--- src/hdl/wsdf_pkg.sv ---
// Shared types, header position codes and tdata packing for the WebSocket deframer.
// No dependencies.
package wsdf_pkg;

    // Header byte position counter.
    typedef logic [3:0] t_hdr_pos;

    localparam t_hdr_pos HP_FIRST = 4'd0;   // FIN, RSV, opcode
    localparam t_hdr_pos HP_LEN   = 4'd1;   // MASK flag and 7-bit length
    localparam t_hdr_pos HP_EXT0  = 4'd2;   // extended length bytes, MSB first
    localparam t_hdr_pos HP_EXT1  = 4'd3;
    localparam t_hdr_pos HP_EXT2  = 4'd4;
    localparam t_hdr_pos HP_EXT3  = 4'd5;
    localparam t_hdr_pos HP_EXT4  = 4'd6;
    localparam t_hdr_pos HP_EXT5  = 4'd7;
    localparam t_hdr_pos HP_EXT6  = 4'd8;
    localparam t_hdr_pos HP_EXT7  = 4'd9;
    localparam t_hdr_pos HP_KEY0  = 4'd10;  // masking key bytes, MSB first
    localparam t_hdr_pos HP_KEY1  = 4'd11;
    localparam t_hdr_pos HP_KEY2  = 4'd12;
    localparam t_hdr_pos HP_KEY3  = 4'd13;

    // Result word kinds carried on tuser.
    localparam logic KIND_HEADER  = 1'b0;
    localparam logic KIND_PAYLOAD = 1'b1;

    // Short-length escape codes in the 7-bit length field.
    localparam logic [6:0] LEN_EXT16 = 7'd126;
    localparam logic [6:0] LEN_EXT64 = 7'd127;

    localparam int unsigned TDATA_W = 120;

    // Fields of one result word other than kind and last.
    typedef struct packed {
        logic        fin;
        logic [2:0]  rsv;
        logic [3:0]  opcode;
        logic        mask;
        logic [63:0] length;
        logic [31:0] key;
        logic [7:0]  pbyte;
    } t_result;

    // Pack result fields into tdata, first field in the lowest bits.
    function automatic logic [TDATA_W-1:0] pack_tdata(input t_result r);
        logic [TDATA_W-1:0] d;
        d           = '0;
        d[0]        = r.fin;
        d[3:1]      = r.rsv;
        d[7:4]      = r.opcode;
        d[8]        = r.mask;
        d[72:9]     = r.length;
        d[104:73]   = r.key;
        d[112:105]  = r.pbyte;
        return d;
    endfunction

endpackage

--- src/hdl/websocket_frame_deframer.sv ---
// WebSocket frame deframer: parses frame headers and unmasks payload bytes.
// Depends on wsdf_pkg.
//
//  Port group      Dir  Payload (low bit up)                           Accepted when
//  s_axis_*        in   tdata[7:0] rx_byte                             tvalid & tready
//  m_axis_*        out  tuser item_kind, tlast last_byte, tdata fields tvalid & tready
//
// Each accepted byte is decoded against the header/payload state, and its result,
// if any, lands in the output register on the same clock edge that accepts the byte.
// The 64-bit remaining-count decrement and compare sets the cycle time.
// i_rst_n is synchronous and active low; it clears parse state and the output valid.
// The input is ready whenever the output register is empty or being drained, so
// a byte is taken every cycle unless the downstream side stalls.
module websocket_frame_deframer
    import wsdf_pkg::*;
(
    input  logic               i_clk,
    input  logic               i_rst_n,
    input  logic               s_axis_tvalid,
    output logic               s_axis_tready,
    input  logic [7:0]         s_axis_tdata,   // [7:0] rx_byte
    output logic               m_axis_tvalid,
    input  logic               m_axis_tready,
    // [0] fin_flag, [3:1] rsv_bits, [7:4] frame_opcode, [8] mask_present,
    // [72:9] payload_length, [104:73] masking_key, [112:105] payload_byte, zero above
    output logic [TDATA_W-1:0] m_axis_tdata,
    output logic               m_axis_tuser,   // [0] item_kind
    output logic               m_axis_tlast    // last_byte
);

    // Parse state.
    t_hdr_pos    r_hdr_pos,  n_hdr_pos;
    logic        r_long,     n_long;
    logic        r_in_pay,   n_in_pay;
    logic        r_fin,      n_fin;
    logic [2:0]  r_rsv,      n_rsv;
    logic [3:0]  r_opcode,   n_opcode;
    logic        r_mask,     n_mask;
    logic [63:0] r_len,      n_len;
    logic [31:0] r_key,      n_key;
    logic [63:0] r_rem,      n_rem;
    logic [1:0]  r_kidx,     n_kidx;

    // Output register.
    logic               r_out_valid, n_out_valid;
    logic [TDATA_W-1:0] r_out_data,  n_out_data;
    logic               r_out_kind,  n_out_kind;
    logic               r_out_last,  n_out_last;

    logic        in_acc;
    logic        emit;
    logic        hdr_done;
    logic        pay_last;
    logic [7:0]  key_byte;
    logic [7:0]  pbyte;
    t_result     res;

    assign s_axis_tready = !r_out_valid || m_axis_tready;
    assign in_acc        = s_axis_tvalid && s_axis_tready;

    // Key byte for the current payload index, most significant byte first.
    always_comb begin
        unique case (r_kidx)
            2'd0:    key_byte = r_key[31:24];
            2'd1:    key_byte = r_key[23:16];
            2'd2:    key_byte = r_key[15:8];
            default: key_byte = r_key[7:0];
        endcase
    end

    assign pay_last = (r_rem == 64'd1);

    // Header parsing and payload unmasking for one accepted byte.
    always_comb begin
        n_hdr_pos = r_hdr_pos;
        n_long    = r_long;
        n_in_pay  = r_in_pay;
        n_fin     = r_fin;
        n_rsv     = r_rsv;
        n_opcode  = r_opcode;
        n_mask    = r_mask;
        n_len     = r_len;
        n_key     = r_key;
        n_rem     = r_rem;
        n_kidx    = r_kidx;
        emit      = 1'b0;
        hdr_done  = 1'b0;
        pbyte     = 8'd0;
        if (in_acc) begin
            if (r_in_pay) begin
                pbyte  = s_axis_tdata ^ (r_mask ? key_byte : 8'd0);
                n_kidx = r_kidx + 2'd1;
                n_rem  = r_rem - 64'd1;
                emit   = 1'b1;
                if (pay_last) begin
                    n_in_pay  = 1'b0;
                    n_hdr_pos = HP_FIRST;
                end
            end else begin
                unique case (r_hdr_pos)
                    HP_LEN: begin
                        n_mask = s_axis_tdata[7];
                        n_len  = {57'd0, s_axis_tdata[6:0]};
                        if (s_axis_tdata[6:0] != LEN_EXT16 &&
                            s_axis_tdata[6:0] != LEN_EXT64) begin
                            if (!s_axis_tdata[7]) begin
                                hdr_done = 1'b1;
                            end else begin
                                n_hdr_pos = HP_KEY0;
                            end
                        end else begin
                            n_long    = (s_axis_tdata[6:0] == LEN_EXT64);
                            n_hdr_pos = HP_EXT0;
                        end
                    end
                    HP_EXT0: begin
                        n_len     = {56'd0, s_axis_tdata};
                        n_hdr_pos = HP_EXT1;
                    end
                    HP_EXT1: begin
                        n_len = {r_len[55:0], s_axis_tdata};
                        if (r_long) begin
                            n_hdr_pos = HP_EXT2;
                        end else if (!r_mask) begin
                            hdr_done = 1'b1;
                        end else begin
                            n_hdr_pos = HP_KEY0;
                        end
                    end
                    HP_EXT2, HP_EXT3, HP_EXT4, HP_EXT5, HP_EXT6: begin
                        n_len     = {r_len[55:0], s_axis_tdata};
                        n_hdr_pos = r_hdr_pos + 4'd1;
                    end
                    HP_EXT7: begin
                        n_len = {r_len[55:0], s_axis_tdata};
                        if (!r_mask) begin
                            hdr_done = 1'b1;
                        end else begin
                            n_hdr_pos = HP_KEY0;
                        end
                    end
                    HP_KEY0: begin
                        n_key     = {24'd0, s_axis_tdata};
                        n_hdr_pos = HP_KEY1;
                    end
                    HP_KEY1, HP_KEY2: begin
                        n_key     = {r_key[23:0], s_axis_tdata};
                        n_hdr_pos = r_hdr_pos + 4'd1;
                    end
                    HP_KEY3: begin
                        n_key    = {r_key[23:0], s_axis_tdata};
                        hdr_done = 1'b1;
                    end
                    default: begin
                        // First header byte; unused positions restart here too.
                        n_fin     = s_axis_tdata[7];
                        n_rsv     = s_axis_tdata[6:4];
                        n_opcode  = s_axis_tdata[3:0];
                        n_mask    = 1'b0;
                        n_len     = 64'd0;
                        n_key     = 32'd0;
                        n_long    = 1'b0;
                        n_hdr_pos = HP_LEN;
                    end
                endcase
                // Header complete: report it and arm the payload counter.
                if (hdr_done) begin
                    n_hdr_pos = HP_FIRST;
                    n_long    = 1'b0;
                    n_kidx    = 2'd0;
                    n_rem     = n_len;
                    n_in_pay  = (n_len != 64'd0);
                    emit      = 1'b1;
                end
            end
        end
    end

    // Result fields reflect the state after this byte.
    always_comb begin
        res.fin    = n_fin;
        res.rsv    = n_rsv;
        res.opcode = n_opcode;
        res.mask   = n_mask;
        res.length = n_len;
        res.key    = n_key;
        res.pbyte  = pbyte;
    end

    // Output register: load on a result, clear when taken.
    always_comb begin
        n_out_valid = r_out_valid && !m_axis_tready;
        n_out_data  = r_out_data;
        n_out_kind  = r_out_kind;
        n_out_last  = r_out_last;
        if (emit) begin
            n_out_valid = 1'b1;
            n_out_data  = pack_tdata(res);
            n_out_kind  = r_in_pay ? KIND_PAYLOAD : KIND_HEADER;
            n_out_last  = r_in_pay && pay_last;
        end
    end

    // Control state with reset.
    always_ff @(posedge i_clk) begin
        if (!i_rst_n) begin
            r_hdr_pos   <= HP_FIRST;
            r_long      <= 1'b0;
            r_in_pay    <= 1'b0;
            r_fin       <= 1'b0;
            r_rsv       <= 3'd0;
            r_opcode    <= 4'd0;
            r_mask      <= 1'b0;
            r_len       <= 64'd0;
            r_key       <= 32'd0;
            r_rem       <= 64'd0;
            r_kidx      <= 2'd0;
            r_out_valid <= 1'b0;
        end else begin
            r_hdr_pos   <= n_hdr_pos;
            r_long      <= n_long;
            r_in_pay    <= n_in_pay;
            r_fin       <= n_fin;
            r_rsv       <= n_rsv;
            r_opcode    <= n_opcode;
            r_mask      <= n_mask;
            r_len       <= n_len;
            r_key       <= n_key;
            r_rem       <= n_rem;
            r_kidx      <= n_kidx;
            r_out_valid <= n_out_valid;
        end
    end

    // Output payload needs no reset.
    always_ff @(posedge i_clk) begin
        r_out_data <= n_out_data;
        r_out_kind <= n_out_kind;
        r_out_last <= n_out_last;
    end

    assign m_axis_tvalid = r_out_valid;
    assign m_axis_tdata  = r_out_data;
    assign m_axis_tuser  = r_out_kind;
    assign m_axis_tlast  = r_out_last;

    // The header counter sits at the start position throughout a payload.
    a_pay_hdr_idle: assert property (@(posedge i_clk) disable iff (!i_rst_n)
        r_in_pay |-> (r_hdr_pos == HP_FIRST))
        else $error("header position moved during payload");

    // A payload phase always has bytes left to pass.
    a_pay_rem: assert property (@(posedge i_clk) disable iff (!i_rst_n)
        r_in_pay |-> (r_rem != 64'd0))
        else $error("payload phase with zero bytes remaining");

    // The final payload byte ends the payload phase.
    a_last_exit: assert property (@(posedge i_clk) disable iff (!i_rst_n)
        (in_acc && r_in_pay && pay_last) |=> !r_in_pay)
        else $error("payload phase continued past last byte");

    // Unused header positions are never entered.
    a_pos_range: assert property (@(posedge i_clk) disable iff (!i_rst_n)
        r_hdr_pos <= HP_KEY3)
        else $error("header position out of range");

endmodule
--- config.mk ---
export PLATFORM = sky130hd
export DESIGN_NAME = websocket_frame_deframer
export DESIGN_NICKNAME = d
export VERILOG_FILES = /design/src/hdl/wsdf_pkg.sv /design/src/hdl/websocket_frame_deframer.sv
export SDC_FILE = /design/constraint.sdc
export NUM_CORES = 1
export LEC_CHECK = 0
export BUFFER_PORTS_ARGS = -buffer_cell sky130_fd_sc_hd__clkbuf_2
export CORE_MARGIN = 1.5
export CORE_UTILIZATION = 64
export DETAILED_ROUTE_END_ITERATION = 10
export PLACE_DENSITY_LB_ADDON = 0.25
export SYNTH_ARGS = -nofsm -noshare
export SYNTH_HDL_FRONTEND = slang
export SYNTH_SLANG_ARGS = --single-unit
--- constraint.sdc ---
create_clock -name i_clk -period 8.7 [get_ports i_clk]
set_input_delay 0.87 -clock i_clk [delete_from_list [all_inputs] [get_ports i_clk]]
set_output_delay 0.87 -clock i_clk [all_outputs]
set_load 0.1 [all_outputs]
==> results of run 1 <==
layout make-up:
class                      instances  area [sq um]
clock buffer                      41           802
clock inverter                    11          52.6
sequential                       293          7020
multi-input combinational        909          5890
timing repair buffer             143           756
inverter                          16          65.1
fill                            1480          5440
tap                              270           338
synthesized netlist by cell type (all sizes together), types with 6 or more instances:
cell type / count
clkbuf: 82
o22ai: 18
o311ai: 10
edfxtp: 115
o32ai: 6
nand2: 69
and2: 113
inv: 15
nor4: 41
a21oi: 66
nor3: 43
a222oi: 8
a221oi: 13
nor2: 97
a22oi: 48
or4: 12
dfxtp: 178
xor2: 8
mux2: 10
o211ai: 11
nand2b: 8
a31oi: 18
buf: 28
o21ai: 56
ha: 11
or3: 18
nand4: 14
a32oi: 10
a22o: 76
nand3: 32
worst reg2reg max path, stage by stage (launching register included):
cell and delay [ps]:
dfxtp_1 440, ha_1 410, nor3b_1 520, o211a_1 310
o41ai_4 70, buf_4 300, inv_6 720, nand2_1 810
a221oi_1 460, nor3_1 90
cells by family after synthesis:
family	after synthesis	synth area share [%]
XOR/XNOR	10	0.655
flip-flops	293	52.5
AO/OA/AOI/OAI	400	21.9
AND/OR/NAND/NOR	467	19.0
multiplexers	14	1.14
adder cells (fa/ha/maj)	11	1.03
buffers and inverters	126	3.82
other	1	0.0280
power groups by stage:
stage / logic [uW] / registers (uW) / clock network, uW
6_report: 2590 / 1810 / 1150
5_1_grt: 2730 / 1830 / 1200
4_1_cts: 2550 / 1800 / 1150
3_5_place_dp: 2530 / 1830 / 0
3_3_place_gp: 2500 / 1820 / 0
2_1_floorplan: 1290 / 2490 / 0
flip-flops by register name (all words and copies together), names as in the netlist, 2 cells and up:
name          flops
r_len            64
r_key            32
m_axis_tdata    113
r_opcode          4
r_kidx            2
r_rem            64
r_rsv             3
r_hdr_pos         4
routing by layer:
| metal | wire length (um) | vias to the layer above |
|---|---|---|
| met4 | 2380 | 0 |
| met2 | 18000 | 677 |
| li1 | - | 5189 |
| met3 | 3000 | 148 |
| met5 | 0 | - |
| met1 | 14600 | 5523 |
per-stage QoR:
| step | utilization, % | area [sq um] | power [uW] | std cells |
|---|---|---|---|---|
| floorplan | - | 13400 | 3780 | 1328 |
| global placement | 69.1 | 14100 | 4320 | 1631 |
| detailed placement | 69.1 | 14100 | 4360 | 1631 |
| CTS | 73.3 | 14900 | 5500 | 1683 |
| global route | 73.3 | 14900 | 5760 | 1683 |
| finish | 73.3 | 14900 | 5550 | 1683 |
worst max-delay path by stage:
stage | start | end | slack [ps] | cells past startpoint
global placement | r_hdr_pos[0] | r_rem[9] | 4680 | 9
finish | r_hdr_pos[0] | r_rem[9] | 4440 | 9
CTS | r_hdr_pos[0] | r_rem[9] | 4520 | 9
global route | r_hdr_pos[1] | r_rem[9] | 4040 | 10
detailed placement | r_hdr_pos[1] | r_rem[9] | 4530 | 10
floorplan | r_hdr_pos[0] | m_axis_tdata[0] | 4960 | 8
==> impl_results.md, run 1 <==
- Drt first pass iters: 6
- Grt total ovfl: 0
- Hold path startpoint: r_rem[18]
- Gr usage total: 34.0%
- Leak: 0.00554 uW
- GRT busiest layer: met2
- Inserted Diodes: 0
- WS Path Type: register to register
- Top cells by area, synth: dfxtp_1, edfxtp_1, and2_1
- Cells after synthesis: 1,322
- Die ar.: 0.0218 sq mm
- Drt drc: 0
- CTS Buffer Depth: 3
- Most common cell after layout, fill and taps aside: dfxtp_1
- Int Pwr: 2860 uW
- Tmin final: 4260 ps
- Max_slew headroom: 20.8%
- Final setup violation count: 0
- WHS Path Cells: 2
- Syn Area/Cell: 10.1 sq um
- Crit Path Max Fanout: 110
- Final nets: 1,414
- Vias per cell: 6.86
- Met1 Usage GRT: 44.0%
- R2R setup slack: 4440 ps
- Hold Fails Final Rpt: 0
- Power per cell area: 372 mW/mm^2
- Pins over their slew limit: 0
- Post-CTS setup buffer count: 0
- Logic pwr share: 46.7%
- Ys Warns: 0
- CTS Hold Bufs: 0
- Critical path's slowest cell: nand2_1
- Psw: 2680 uW
- Clock transition at path regs: 70 ps
- Netlist Area Pre-Place: 0.0134 sq mm
- CP top delay family: simple AND/OR/NAND/NOR gates
- Switch share: 48.4%
- DRT iter0 DRCs: 1,239
- Hold crit path type: register to register
- RSZ-0062 raised after global routing: no
- Pre-CTS setup slack: 4530 ps
- Sink Count: 293
- Area grow syn2layout: 11.7%
- H-tree depth: 1
- FFs w/ async S/R, synth: 0%
- PostCTS Resize Cnt: 0
- CP Cell Sequence: ha_1 > nor3b_1 > o211a_1 > o41ai_4 > buf_4 > inv_6 > nand2_1 > a221oi_1 > nor3_1
- Routed len/inst: 22.5 um
- Crit path arrival time: 4680 ps
- Slew @ Worst Pin: 1180 ps
- Starting Density: 65.6%
- Startpoint types: register
- PortBufs: 128
- Die Y: 148 um
- Row count: 52
- Fin crit share: 48.9%
- Final ANT Viol Nets: 0
- Most frequent cells in the layout: dfxtp_1, clkbuf_2, edfxtp_1
- Post-synthesis cell type count: 84
- Sequential fraction of the synthesis area: 52.5%
- Cell accounting for the most synthesized area: dfxtp_1
- Reg power frac: 32.6%
- Post-Route Setup TNS: 0 ps
- Met3 Usage GRT: 4.88%
- Routability cong.: 0.931
- Max Clk Rate: 0.235 GHz
- Max Cap Viol: 0
- Largest net degree at the start of global routing: 119
- Reg2Reg Capture Point: r_rem[9]
- Share of the synthesized area in the top cell type: 26.7%
- Final HPWL DP: 24,800 um
- Dominant synthesized flop cell: dfxtp_1
- #FFs+latches synth: 293
- Layout cell share with drive strength beyond 1: 15.5%
- Worst-skew pair later-pin latency: 550 ps
- Hold Worst Slack: 475 ps
- R2R depth: 9
- CTS Buf Count: 28
- Vias in the first global route: 10,600
- Grt met2 use: 55.0%
- Die extent in x: 148 um
- Reg2Reg Launch Point: r_hdr_pos[0]
- Clock Skews: 11.7 ps
- Hold endpoint: r_rem[18]
- CTS tree: built
- CP max stage delay: 770 ps
- Post-synth EDFFs: 115
- VDD IR max: 288 uV
- PnR worst setup slack: 4440 ps
- Clock power frac: 20.6%
- Status: complete, no violations
- Root Buffer: clkbuf_16
- Initial antenna violation count: 0
- Routed vias: 11,500
- Worst setup EP type: register
- Worst Path Buf+Inv: 2
- First-pass GRT wire length: 58,600 um
- CP required: 9120 ps
- Core area: 0.0204 sq mm
- WL final: 37,900 um
- IO Pins: 136
Note: power is estimated with default switching activity, not from simulation.
==> run 2: changes to the inputs <==
Settings changed: CORE_UTILIZATION 64 to 53.
Clock period 8.7 ns to 3.5 ns, I/O delays scaled along.
==> run 2 against run 1 <==
  * Critical path depth unchanged
  * Non-clock buffer count up 26
  * Core utilization fell by 10 points
  * Die area grew 20%
  * Via count is 0.16% lower
  * First-iteration DRC count is 3.5% higher
  * Sequential share of layout area fell by 1.5 points
  * Critical endpoint is now r_rem[48]
  * Largest cell class unchanged
==> impl_results.md, run 2 (same netlist as run 1, synthesis figures left out) <==
- Max_slew headroom: 47.8%
- IO Pins: 136
- Reg2Reg Capture Point: r_rem[48]
- Die Y: 162 um
- PnR worst setup slack: 365 ps
- Total power draw: 14,600 uW
- Initial antenna violation count: 0
- CP top delay family: compound AO/OA/AOI/OAI gates
- CTS Buffer Depth: 3
- Max Cap Viol: 0
- Hold endpoint: r_long
- Routability cong.: 0.961
- Crit Path Max Fanout: 34
- Int Pwr: 7740 uW
- Leak: 0.00575 uW
- Critical path's slowest cell: buf_4
- CP max stage delay: 470 ps
- Max Clk Rate: 0.319 GHz
- Hold path startpoint: s_axis_tdata[0]
- Clock Skews: 18.3 ps
- Root Buffer: clkbuf_16
- WL final: 39,900 um
- Worst-skew pair later-pin latency: 560 ps
- Layout cell share with drive strength beyond 1: 18.2%
- H-tree depth: 1
- Filler cells: 2,021
- Gr usage total: 29.6%
- Post-CTS setup buffer count: 0
- Post-Route Setup TNS: 0 ps
- CTS tree: built
- First-pass GRT wire length: 61,100 um
- DRT iter0 DRCs: 1,282
- Routed len/inst: 22.5 um
- RSZ-0062 raised after global routing: no
- Hold Worst Slack: 211 ps
- Row count: 57
- Status: complete, no violations
- Largest net degree at the start of global routing: 116
- Die ar.: 0.0262 sq mm
- Final design utilization: 62.8%
- Vias per cell: 6.52
- CP Cell Sequence: inv_1 > ha_1 > nor4bb_1 > a31o_2 > o41ai_4 > buf_4 > nor2_1 > a311o_1 > and4_1
- Worst setup EP type: register
- Final HPWL DP: 26,900 um
- Pins over their slew limit: 0
- WHS Path Cells: 3
- Routed vias: 11,500
- Most frequent cells in the layout: dfxtp_1, clkbuf_2, edfxtp_1
- Tmin final: 3130 ps
- Worst Path Buf+Inv: 2
- Vias in the first global route: 10,600
- R2R setup slack: 370 ps
- Logic pwr share: 46.2%
- Final ANT Viol Nets: 0
- Grt total ovfl: 0
- Power per cell area: 946 mW/mm^2
- Hold Fails Final Rpt: 0
- PostCTS Resize Cnt: 0
- Core area: 0.0245 sq mm
- Reg2Reg Launch Point: r_hdr_pos[1]
- CTS Hold Bufs: 0
- Reg power frac: 30.8%
- Drt drc: 0
- VDD IR max: 569 uV
- Slew @ Worst Pin: 776 ps
- Die extent in x: 162 um
- CP required: 3950 ps
- Sink Count: 293
- Final nets: 1,443
- Startpoint types: register
- Switch share: 46.9%
- Number of flip-flops in the largest register: 113
- Psw: 6840 uW
- Pre-CTS setup slack: 437 ps
- R2R depth: 9
- CTS Buf Count: 31
- WS Path Type: register to register
- Crit path arrival time: 3590 ps
- Fin crit share: 89.6%
- Starting Density: 54.5%
- Inserted Diodes: 0
- Final setup violation count: 0
- Clock transition at path regs: 60 ps
- PortBufs: 128
- Most common cell after layout, fill and taps aside: dfxtp_1
- Clock power frac: 23.0%
- Drt first pass iters: 9
- Hold crit path type: primary input to register
- Area grow syn2layout: 15.3%
==> run 2: cell count changes in the layout (fill, tap and decap cells not counted), sizes merged <==
cell / before / now
clkinvlp: 1 / 9
clkbuf: 168 / 166
buf: 16 / 42
clkinv: 10 / 7
bufinv: 0 / 2
==> run 2: worst reg2reg max path, delay by kind of cell (launching register included) <==
kind            cells  cell delay, ps
simple gates        3             650
flops               1             420
compound gates      3            1060
buf+inv             2             590
fa+ha+maj           1             310
==> run 2: cell type report <==
cell class	count	area (sq um)	area share [%]
clock buffer	39	893	5.80
sequential	293	7020	45.6
timing repair buffer	169	963	6.25
inverter	16	65.1	0.422
clock inverter	18	170	1.10
tap	324	405	2.63
multi-input combinational	909	5890	38.2
==> run 2: routing by layer <==
metal  GRT usage (%)  vias to the layer above  part of all wire, %
li1                -                     5256                    -
met1            38.7                     5565                   41
met2            49.8                      603                   48
met3            3.75                       95                  7.1
met4            12.3                        0                  4.0
met5               0                        -                    0
==> run 2: worst max path at each step <==
stage / cells past startpoint / endpoint / from / slack [ps]
finish: 9 / r_rem[48] / r_hdr_pos[1] / 370
global route: 9 / r_rem[6] / r_hdr_pos[0] / 220
detailed placement: 9 / r_rem[12] / r_hdr_pos[0] / 440
floorplan: 8 / m_axis_tdata[0] / r_hdr_pos[0] / 380
global placement: 9 / r_rem[48] / r_hdr_pos[1] / 560
CTS: 9 / r_rem[6] / r_hdr_pos[0] / 440
==> run 2: power by group through the flow <==
stage          registers [uW]  clock network [uW]  logic (uW)
6_report                 4500                3350        6740
5_1_grt                  4540                3510        7100
4_1_cts                  4480                3390        6640
3_5_place_dp             4550                   0        6600
3_3_place_gp             4540                   0        6580
2_1_floorplan            6180                   0        3210
==> run 2: stage by stage <==
step	area, sq um	instances
final	15400	1768
after global routing	15400	1768
after CTS	15400	1768
after detailed placement	14300	1711
after global placement	14300	1711
after floorplan	13400	1328
==> run 3: changes to the inputs <==
Settings changed: CELL_PAD_IN_SITES_DETAIL_PLACEMENT set to 1, CELL_PAD_IN_SITES_GLOBAL_PLACEMENT set to 1, CORE_MARGIN 1.5 to unset, CORE_UTILIZATION 53 to 42.
==> run 3 against run 2 <==
  * Maximum frequency increased by 1.3%
  * First-iteration DRC count decreased by 32%
  * Global-route usage decreased by 2.4 points
  * Non-clock buffer count increased by 1
  * Count of clock-buffer cells in the layout increased by 1
  * Largest power group unchanged
  * Flip-flop and latch count unchanged
  * Hold slack got worse by 47 ps
  * Critical path type unchanged
  * Highest routed layer unchanged
==> impl_results.md, run 3 (same netlist as run 1, synthesis figures left out) <==
- Clock power frac: 23.9%
- Pins over their slew limit: 0
- Slew @ Worst Pin: 1230 ps
- First-pass GRT wire length: 69,600 um
- Layout cell share with drive strength beyond 1: 17.8%
- CTS Buf Count: 31
- Worst setup EP type: register
- Design area: 0.0156 sq mm
- Row count: 64
- Logic pwr share: 46.0%
- Largest net degree at the start of global routing: 98
- Inserted Diodes: 0
- Power per cell area: 959 mW/mm^2
- Critical path's slowest cell: dfxtp_1
- Vias per cell: 6.24
- Reg power frac: 30.1%
- Placed Area: 0.0145 sq mm
- WS Path Type: register to register
- Final ANT Viol Nets: 0
- Hold Fails Final Rpt: 0
- Int Pwr: 7920 uW
- Drt drc: 0
- PostCTS Resize Cnt: 0
- Most common cell after layout, fill and taps aside: dfxtp_1
- CTS Hold Bufs: 0
- Final setup violation count: 0
- Grt total ovfl: 0
- Clock transition at path regs: 70 ps
- Drt first pass iters: 5
- Die extent in x: 180 um
- Tmin final: 3090 ps
- Psw: 7010 uW
- Post-CTS setup buffer count: 0
- Most frequent cells in the layout: dfxtp_1, clkbuf_2, edfxtp_1
- Crit Path Max Fanout: 27
- Switch share: 47.0%
- Fin crit share: 88.4%
- Area taken by multi-input logic gates: 0.00589 sq mm
- Crit path arrival time: 3510 ps
- Status: complete, no violations
- Initial antenna violation count: 0
- Max Cap Viol: 0
- Clock Skews: 33.2 ps
- FF+latch area: 0.00702 sq mm
- Routed len/inst: 24.2 um
- Final nets: 1,444
- Root Buffer: clkbuf_16
- CTS Buffer Depth: 3
- R2R depth: 8
- Max_slew headroom: 17.3%
- Final HPWL DP: 30,700 um
- CP Cell Sequence: inv_1 > ha_1 > or3b_1 > o311a_2 > nand2b_1 > or2_1 > o21ai_0 > a21boi_0
- WHS Path Cells: 4
- Filler cells: 3,454
- Routability cong.: 0.856
- PortBufs: 128
- H-tree depth: 1
- Vias in the first global route: 11,700
- Leak: 0.00580 uW
- Core area: 0.0310 sq mm
- WL final: 44,500 um
- CP max stage delay: 450 ps
- Gr usage total: 27.2%
- Startpoint types: register
- Starting Density: 43.1%
- Max Clk Rate: 0.323 GHz
- RSZ-0062 raised after global routing: no
- Die Y: 180 um
- Number of flip-flops in the largest register: 113
- Routed vias: 11,500
- IO Pins: 136
- DRT iter0 DRCs: 870
- Worst-skew pair later-pin latency: 580 ps
- CP required: 3920 ps
- CTS tree: built
- Area grow syn2layout: 16.4%
- Sink Count: 293
- Die ar.: 0.0325 sq mm
- Hold crit path type: primary input to register
- Post-Route Setup TNS: 0 ps
- VDD IR max: 474 uV
==> run 3: cell count changes in the layout (fill, tap and decap cells not counted) <==
| cell | delta |
|---|---|
| clkbuf_8 | +1 |
| clkbuf_16 | -2 |
| bufinv_16 | +4 |
| clkinvlp_4 | -7 |
| clkbuf_1 | +3 |
| clkbuf_4 | -1 |
| clkinv_4 | -1 |
| clkinv_1 | +4 |
| buf_12 | +1 |
==> run 3: final timing paths <==
| kind | from | to | slack (ps) |
|---|---|---|---|
| hold / removal | m_axis_tready | m_axis_tvalid | 160 |
| setup reg to reg | r_hdr_pos[0] | r_long | 410 |
| hold reg to reg | r_rem[43] | r_rem[43] | 480 |
| setup / recovery | r_hdr_pos[0] | r_long | 410 |
==> run 3: power by group through the flow <==
stage,sequential [uW],combinational (uW),clock (uW)
after floorplan,6180,3210,0
after global placement,4530,6690,0
after detailed placement,4540,6770,0
after CTS,4480,6820,3610
after global routing,4530,7270,3740
final,4490,6870,3570
==> run 3: metrics by stage <==
| step | utilization [%] | hold WS [ps] | std cells | total power (uW) | worst slack, ps |
|---|---|---|---|---|---|
| global placement | 46.7 | 450 | 1784 | 11200 | 457 |
| floorplan | - | 406 | 1328 | 9390 | 381 |
| detailed placement | 46.7 | 470 | 1784 | 11300 | 497 |
| finish | 50.2 | 164 | 1842 | 14900 | 407 |
| CTS | 50.2 | 153 | 1842 | 14900 | 464 |
| global route | 50.2 | 198 | 1842 | 15600 | 155 |
==> run 3: layer usage <==
layer,global-route usage [%],part of all wire [%]
met3,3.17,4.7
met1,33.9,42
met2,47.2,49
met4,12.0,4.1
met5,0,0
==> run 3: final cells by class <==
type / instances / share of cell area, %
tap: 396 / 3.18
inverter: 16 / 0.418
clock inverter: 18 / 1.57
timing repair buffer: 170 / 6.32
clock buffer: 40 / 5.53
sequential: 293 / 45.1
multi-input combinational: 909 / 37.9
==> run 3: critical path: cells and delay by family, from the launching register on <==
| family | cells | cell delay [ps] |
|---|---|---|
| AOI/OAI and AO/OA | 3 | 980 |
| adders and majority gates | 1 | 300 |
| DFF | 1 | 450 |
| and+or+nand+nor | 3 | 1080 |
| buffers and inverters | 1 | 130 |
